==> config.mk <==
export PLATFORM = sky130hd
export DESIGN_NAME = glosc_step
export DESIGN_NICKNAME = d
export VERILOG_FILES = /design/src/rtl/grid_line_of_sight_check_assert.svh /design/src/rtl/glosc_pkg.sv /design/src/rtl/glosc_step.sv
export SDC_FILE = /design/constraint.sdc
export NUM_CORES = 1
export LEC_CHECK = 0
export BUFFER_PORTS_ARGS = -buffer_cell sky130_fd_sc_hd__buf_2
export CAP_MARGIN = 5
export CORE_MARGIN = 2
export CORE_UTILIZATION = 52
export DETAILED_ROUTE_END_ITERATION = 12
export GPL_TIMING_DRIVEN = 0
export MAX_ROUTING_LAYER = met4
export PLACE_DENSITY = 0.71
export SYNTH_ARGS = -nofsm -noshare
export SYNTH_HDL_FRONTEND = slang
export SYNTH_SLANG_ARGS = --single-unit
export TNS_END_PERCENT = 50
==> constraint.sdc <==
create_clock -name clock -period 10.3 [get_ports clock]
set_input_delay 0.515 -clock clock [delete_from_list [all_inputs] [get_ports clock]]
set_output_delay 0.515 -clock clock [all_outputs]
set_load 0.005 [all_outputs]
==> src/rtl/grid_line_of_sight_check_assert.svh <==
// Assertion helpers shared by the line-of-sight checker.
// Both sample on clock and are disabled while reset is high.
`ifndef GRID_LINE_OF_SIGHT_CHECK_ASSERT_SVH
`define GRID_LINE_OF_SIGHT_CHECK_ASSERT_SVH

// Same-cycle implication
`define GLOSC_ASSERT_IMPL(label, ante, cons, msg) \
   label: assert property (@(posedge clock) disable iff (reset) (ante) |-> (cons)) \
      else $error(msg);

// Next-cycle implication
`define GLOSC_ASSERT_NEXT(label, ante, cons, msg) \
   label: assert property (@(posedge clock) disable iff (reset) (ante) |=> (cons)) \
      else $error(msg);

`endif

==> src/rtl/glosc_pkg.sv <==
`default_nettype none

package glosc_pkg;

   // Coordinate field width and default grid size
   localparam int COORD_W    = 6;
   localparam int GRID_W_DEF = 64;
   localparam int GRID_H_DEF = 64;

   // Bresenham error term width: |err| stays well below 2^(ERR_W-1)
   localparam int ERR_W = COORD_W + 3;

   // Command codes
   localparam logic CMD_WRITE = 1'b0;
   localparam logic CMD_QUERY = 1'b1;

   // Line to walk, loaded into the stepper
   typedef struct packed {
      logic [COORD_W-1:0] x0;
      logic [COORD_W-1:0] z0;
      logic [COORD_W-1:0] x1;
      logic [COORD_W-1:0] z1;
   } step_cmd_type;

   // Current stepper position
   typedef struct packed {
      logic [COORD_W-1:0] x;
      logic [COORD_W-1:0] z;
      logic               at_end;
   } step_stat_type;

endpackage

`default_nettype wire

==> src/rtl/glosc_step.sv <==
`default_nettype none

module glosc_step (
   input  logic                     clock,
   input  logic                     load,
   input  glosc_pkg::step_cmd_type  cmd,
   input  logic                     advance,
   output glosc_pkg::step_stat_type stat
);

   localparam int CW   = glosc_pkg::COORD_W;
   localparam int EW   = glosc_pkg::ERR_W;
   localparam int E2W  = EW + 1;

   logic [CW-1:0]         x_ff, x_in;
   logic [CW-1:0]         z_ff, z_in;
   logic [CW-1:0]         x1_ff, x1_in;
   logic [CW-1:0]         z1_ff, z1_in;
   logic [CW-1:0]         dx_ff, dx_in;
   logic [CW-1:0]         dz_ff, dz_in;
   logic                  x_dec_ff, x_dec_in;
   logic                  z_dec_ff, z_dec_in;
   logic signed [EW-1:0]  err_ff, err_in;

   logic [CW-1:0]         dx_ld;
   logic [CW-1:0]         dz_ld;
   logic signed [EW-1:0]  dx_e;
   logic signed [EW-1:0]  dz_e;
   logic signed [E2W-1:0] e2;
   logic signed [E2W-1:0] dx_e2;
   logic signed [E2W-1:0] dz_e2;
   logic                  step_x;
   logic                  step_z;

   // Line setup
   assign dx_ld = (cmd.x1 > cmd.x0) ? cmd.x1 - cmd.x0 : cmd.x0 - cmd.x1;
   assign dz_ld = (cmd.z1 > cmd.z0) ? cmd.z1 - cmd.z0 : cmd.z0 - cmd.z1;

   // Shared step unit: error compare and update
   assign dx_e   = $signed({{(EW - CW){1'b0}}, dx_ff});
   assign dz_e   = $signed({{(EW - CW){1'b0}}, dz_ff});
   assign e2     = $signed({err_ff, 1'b0});
   assign dx_e2  = $signed({{(E2W - CW){1'b0}}, dx_ff});
   assign dz_e2  = $signed({{(E2W - CW){1'b0}}, dz_ff});
   assign step_x = e2 > -dz_e2;
   assign step_z = e2 < dx_e2;

   always_comb begin
      x_in     = x_ff;
      z_in     = z_ff;
      x1_in    = x1_ff;
      z1_in    = z1_ff;
      dx_in    = dx_ff;
      dz_in    = dz_ff;
      x_dec_in = x_dec_ff;
      z_dec_in = z_dec_ff;
      err_in   = err_ff;
      if (load) begin
         x_in     = cmd.x0;
         z_in     = cmd.z0;
         x1_in    = cmd.x1;
         z1_in    = cmd.z1;
         dx_in    = dx_ld;
         dz_in    = dz_ld;
         x_dec_in = !(cmd.x0 < cmd.x1);
         z_dec_in = !(cmd.z0 < cmd.z1);
         err_in   = $signed({{(EW - CW){1'b0}}, dx_ld}) - $signed({{(EW - CW){1'b0}}, dz_ld});
      end else if (advance) begin
         err_in = err_ff - (step_x ? dz_e : EW'(0)) + (step_z ? dx_e : EW'(0));
         if (step_x) begin
            x_in = x_dec_ff ? x_ff - CW'(1) : x_ff + CW'(1);
         end
         if (step_z) begin
            z_in = z_dec_ff ? z_ff - CW'(1) : z_ff + CW'(1);
         end
      end
   end

   always_ff @(posedge clock) begin
      x_ff     <= x_in;
      z_ff     <= z_in;
      x1_ff    <= x1_in;
      z1_ff    <= z1_in;
      dx_ff    <= dx_in;
      dz_ff    <= dz_in;
      x_dec_ff <= x_dec_in;
      z_dec_ff <= z_dec_in;
      err_ff   <= err_in;
   end

   assign stat.x      = x_ff;
   assign stat.z      = z_ff;
   assign stat.at_end = (x_ff == x1_ff) && (z_ff == z1_ff);

endmodule

`default_nettype wire

==> metrics.yaml <==
status: "complete, no violations"
finalCriticalPeriod_ns: 4.94
min-delay-path-class: "input pin to flop"
routabilityCongestion: 0.980
seq_area_frac_synth: 0.303
final_layout_size_suffix_gt1_frac: 0.114
min_period_over_period: 0.480
drt_first_pass_iters: 5
post_dp_cell_area_mm2: 0.00499
p_per_area_mw_per_mm2: 252
synthCells: 496
antenna_found_initial: 0
ctsResizeCount: 0
synth_warnings: 0
ys_types: 59
synth_edf_count: 47
r2r_slack_ns: 5.36
ys_seq_elements: 47
drt_iter0_drc: 201
layout_commonest_cell: "inv_1"
antennaDiodeCount: 0
die_h_um: 98.7
dp.final_hpwl_mm: 8.82
cp.arrival_ns: 4.98
grt_pass1_vias: 3665
core-area_mm2: 0.00872
h-tree-depth: 2
setup.worst_path.start: "dz_ff[1]"
most-common-layout-cells: "inv_1, ha_1, edfxtp_1, buf_2, o21ai_0"
row_count: 34
start_util: 0.535
tritoncts: "built"
vias: 3733
synth_flop_cell: "edfxtp_1"
crit_type: "flop to flop"
die_w_um: 98.7
finalClockSkew_ns: 0.00662
reg2regPathDepth: 18
grt_pass1_wl_mm: 17.8
cap_violations: 0
holdPathStages: 1
num_io_pins: 40
worstSkewPairLatency_ns: 0.30
vdd_drop_max_v: 0.000112
worstMarginPinSlew_ns: 0.742
critPathMaxFanout: 6
cp-start-kind: "flop"
clock_tree.buffer_depth: 2
drv_slew: 0
gr-total-overflow: 0
fmax_ghz: 0.202
setup_viol: 0
ant_nets: 0
clock-sinks: 47
dieArea_mm2: 0.00974
cts-root-buf: "clkbuf_8"
relSlewSlack: 0.505
reg2reg_from: "dz_ff[1]"
synth_area_mm2: 0.00466
design_area_mm2: 0.00507
hold_viol: 0
grtUsageTotal: 0.236
cp.required_ns: 10.34
routedWlPerCell_um: 16.4
syn_to_final_growth_pct: 8.80
cts_setup_buffers: 0
setup-tns-final_ns: 0
syn_nets: 598
clkTransAtPathRegs_ns: 0.09
avgSynthCellArea_um2: 9.40
hold_start: "cmd[4]"
grt_start_max_net_pins: 33
power.leakage_uw: 0.00235
layout.nets: 644
post_drt_via_cell_ratio: 5.73
cts_hold_buf: 0
port-buffer-count: 39
synth-async-reset-ratio: 0
fill_cells: 824
end_kind: "flop"
cts_buffers: 5
rsz0062_at_grt: "false"
wl_mm: 10.7
route.detailed.drc: 0
## report_power, final
| part | internal, µW | leakage (µW) | switching, µW |
|---|---|---|---|
| sequential | 291 | 0.000469 | 54.2 |
| clock | 46.4 | 0.0000403 | 61.8 |
| combinational | 370 | 0.00184 | 457 |
| total | 707 | 0.00235 | 573 |
## stage by stage
| step | utilization | hold WS (ns) | instances | setup WS (ns) | total power, µW |
|---|---|---|---|---|---|
| 2_1_floorplan | - | 0.614 | 496 | 5.85 | 973 |
| 3_3_place_gp | 0.573 | 0.711 | 643 | 5.45 | 1140 |
| 3_5_place_dp | 0.573 | 0.716 | 643 | 5.37 | 1170 |
| 4_1_cts | 0.582 | 0.411 | 651 | 5.35 | 1280 |
| 5_1_grt | 0.582 | 0.420 | 651 | 5.04 | 1410 |
| 6_report | 0.582 | 0.421 | 651 | 5.36 | 1280 |
## synthesized netlist by cell type (all sizes together) (6+ instances only)
| library cell | number | area share |
|---|---|---|
| nand2 | 30 | 0.024 |
| a211oi | 11 | 0.020 |
| edfxtp | 47 | 0.30 |
| o21ai | 46 | 0.049 |
| a21oi | 23 | 0.025 |
| xnor2 | 21 | 0.039 |
| nand3 | 12 | 0.013 |
| and2 | 7 | 0.0097 |
| nor2 | 14 | 0.011 |
| ha | 62 | 0.17 |
| xor2 | 17 | 0.032 |
| inv | 78 | 0.063 |
| a21o | 17 | 0.027 |
| fa | 13 | 0.056 |
| nor3 | 7 | 0.0075 |
| nand4 | 6 | 0.0081 |
| o211ai | 11 | 0.019 |
## worst max-delay path: stages (launching register included)
cell	delay, ns
edfxtp_1	0.45
or2_2	0.34
nor2_1	0.18
nand2_1	0.13
nor2_1	0.13
ha_1	0.25
a21o_1	0.18
a2111o_1	0.42
a31oi_1	0.23
a221oi_2	0.15
and2_1	0.20
fa_1	0.51
inv_1	0.07
fa_1	0.48
a211oi_1	0.27
o21bai_1	0.14
a31oi_1	0.24
mux2i_1	0.21
nand3_1	0.09
## path summary, 6_finish.rpt
kind,endpoint
worst max-delay path,err_ff[8]
worst min-delay path,z1_ff[4]
worst max register to register,err_ff[8]
worst min register to register,x_ff[0]
## logic make-up (layout without fill, tap and decap cells)
logic type,Yosys count,count (layout),share of synthesized area
buffers and inverters,87,134,0.0727
adders and majority gates,75,75,0.222
AOI/OAI and AO/OA,139,139,0.199
and+or+nand+nor,104,104,0.119
xor gates and xnor gates,38,38,0.0714
DFF,47,47,0.303
muxes,6,6,0.0131
## layer usage
metal  part of all wire  wire (µm)  track usage  up-vias
met5                  0          0            -        -
met4              0.018        191       0.0632        0
met3              0.035        372       0.0234       17
met2               0.49       5260        0.395       86
met1               0.46       4880        0.309     1759
li1                   -          -            -     1871
## registers in the layout, indices dropped and copies added, names as in the netlist
name / flops
z_dec_ff: 1
x_dec_ff: 1
z1_ff: 6
dz_ff: 6
dx_ff: 6
z_ff: 6
err_ff: 9
x1_ff: 6
x_ff: 6
## cell type report
class,count,area [µm²],share of cell area
multi-input cells,362,2910,0.574
flip-flops and latches,47,1410,0.278
inverters,78,293,0.0577
repair buffers,39,195,0.0385
well taps,108,135,0.0266
clock buffers,6,72.6,0.0143
plain buffers,9,46.3,0.00912
clock inverters,2,7.51,0.00148
Note: power is estimated with default switching activity, not from simulation.
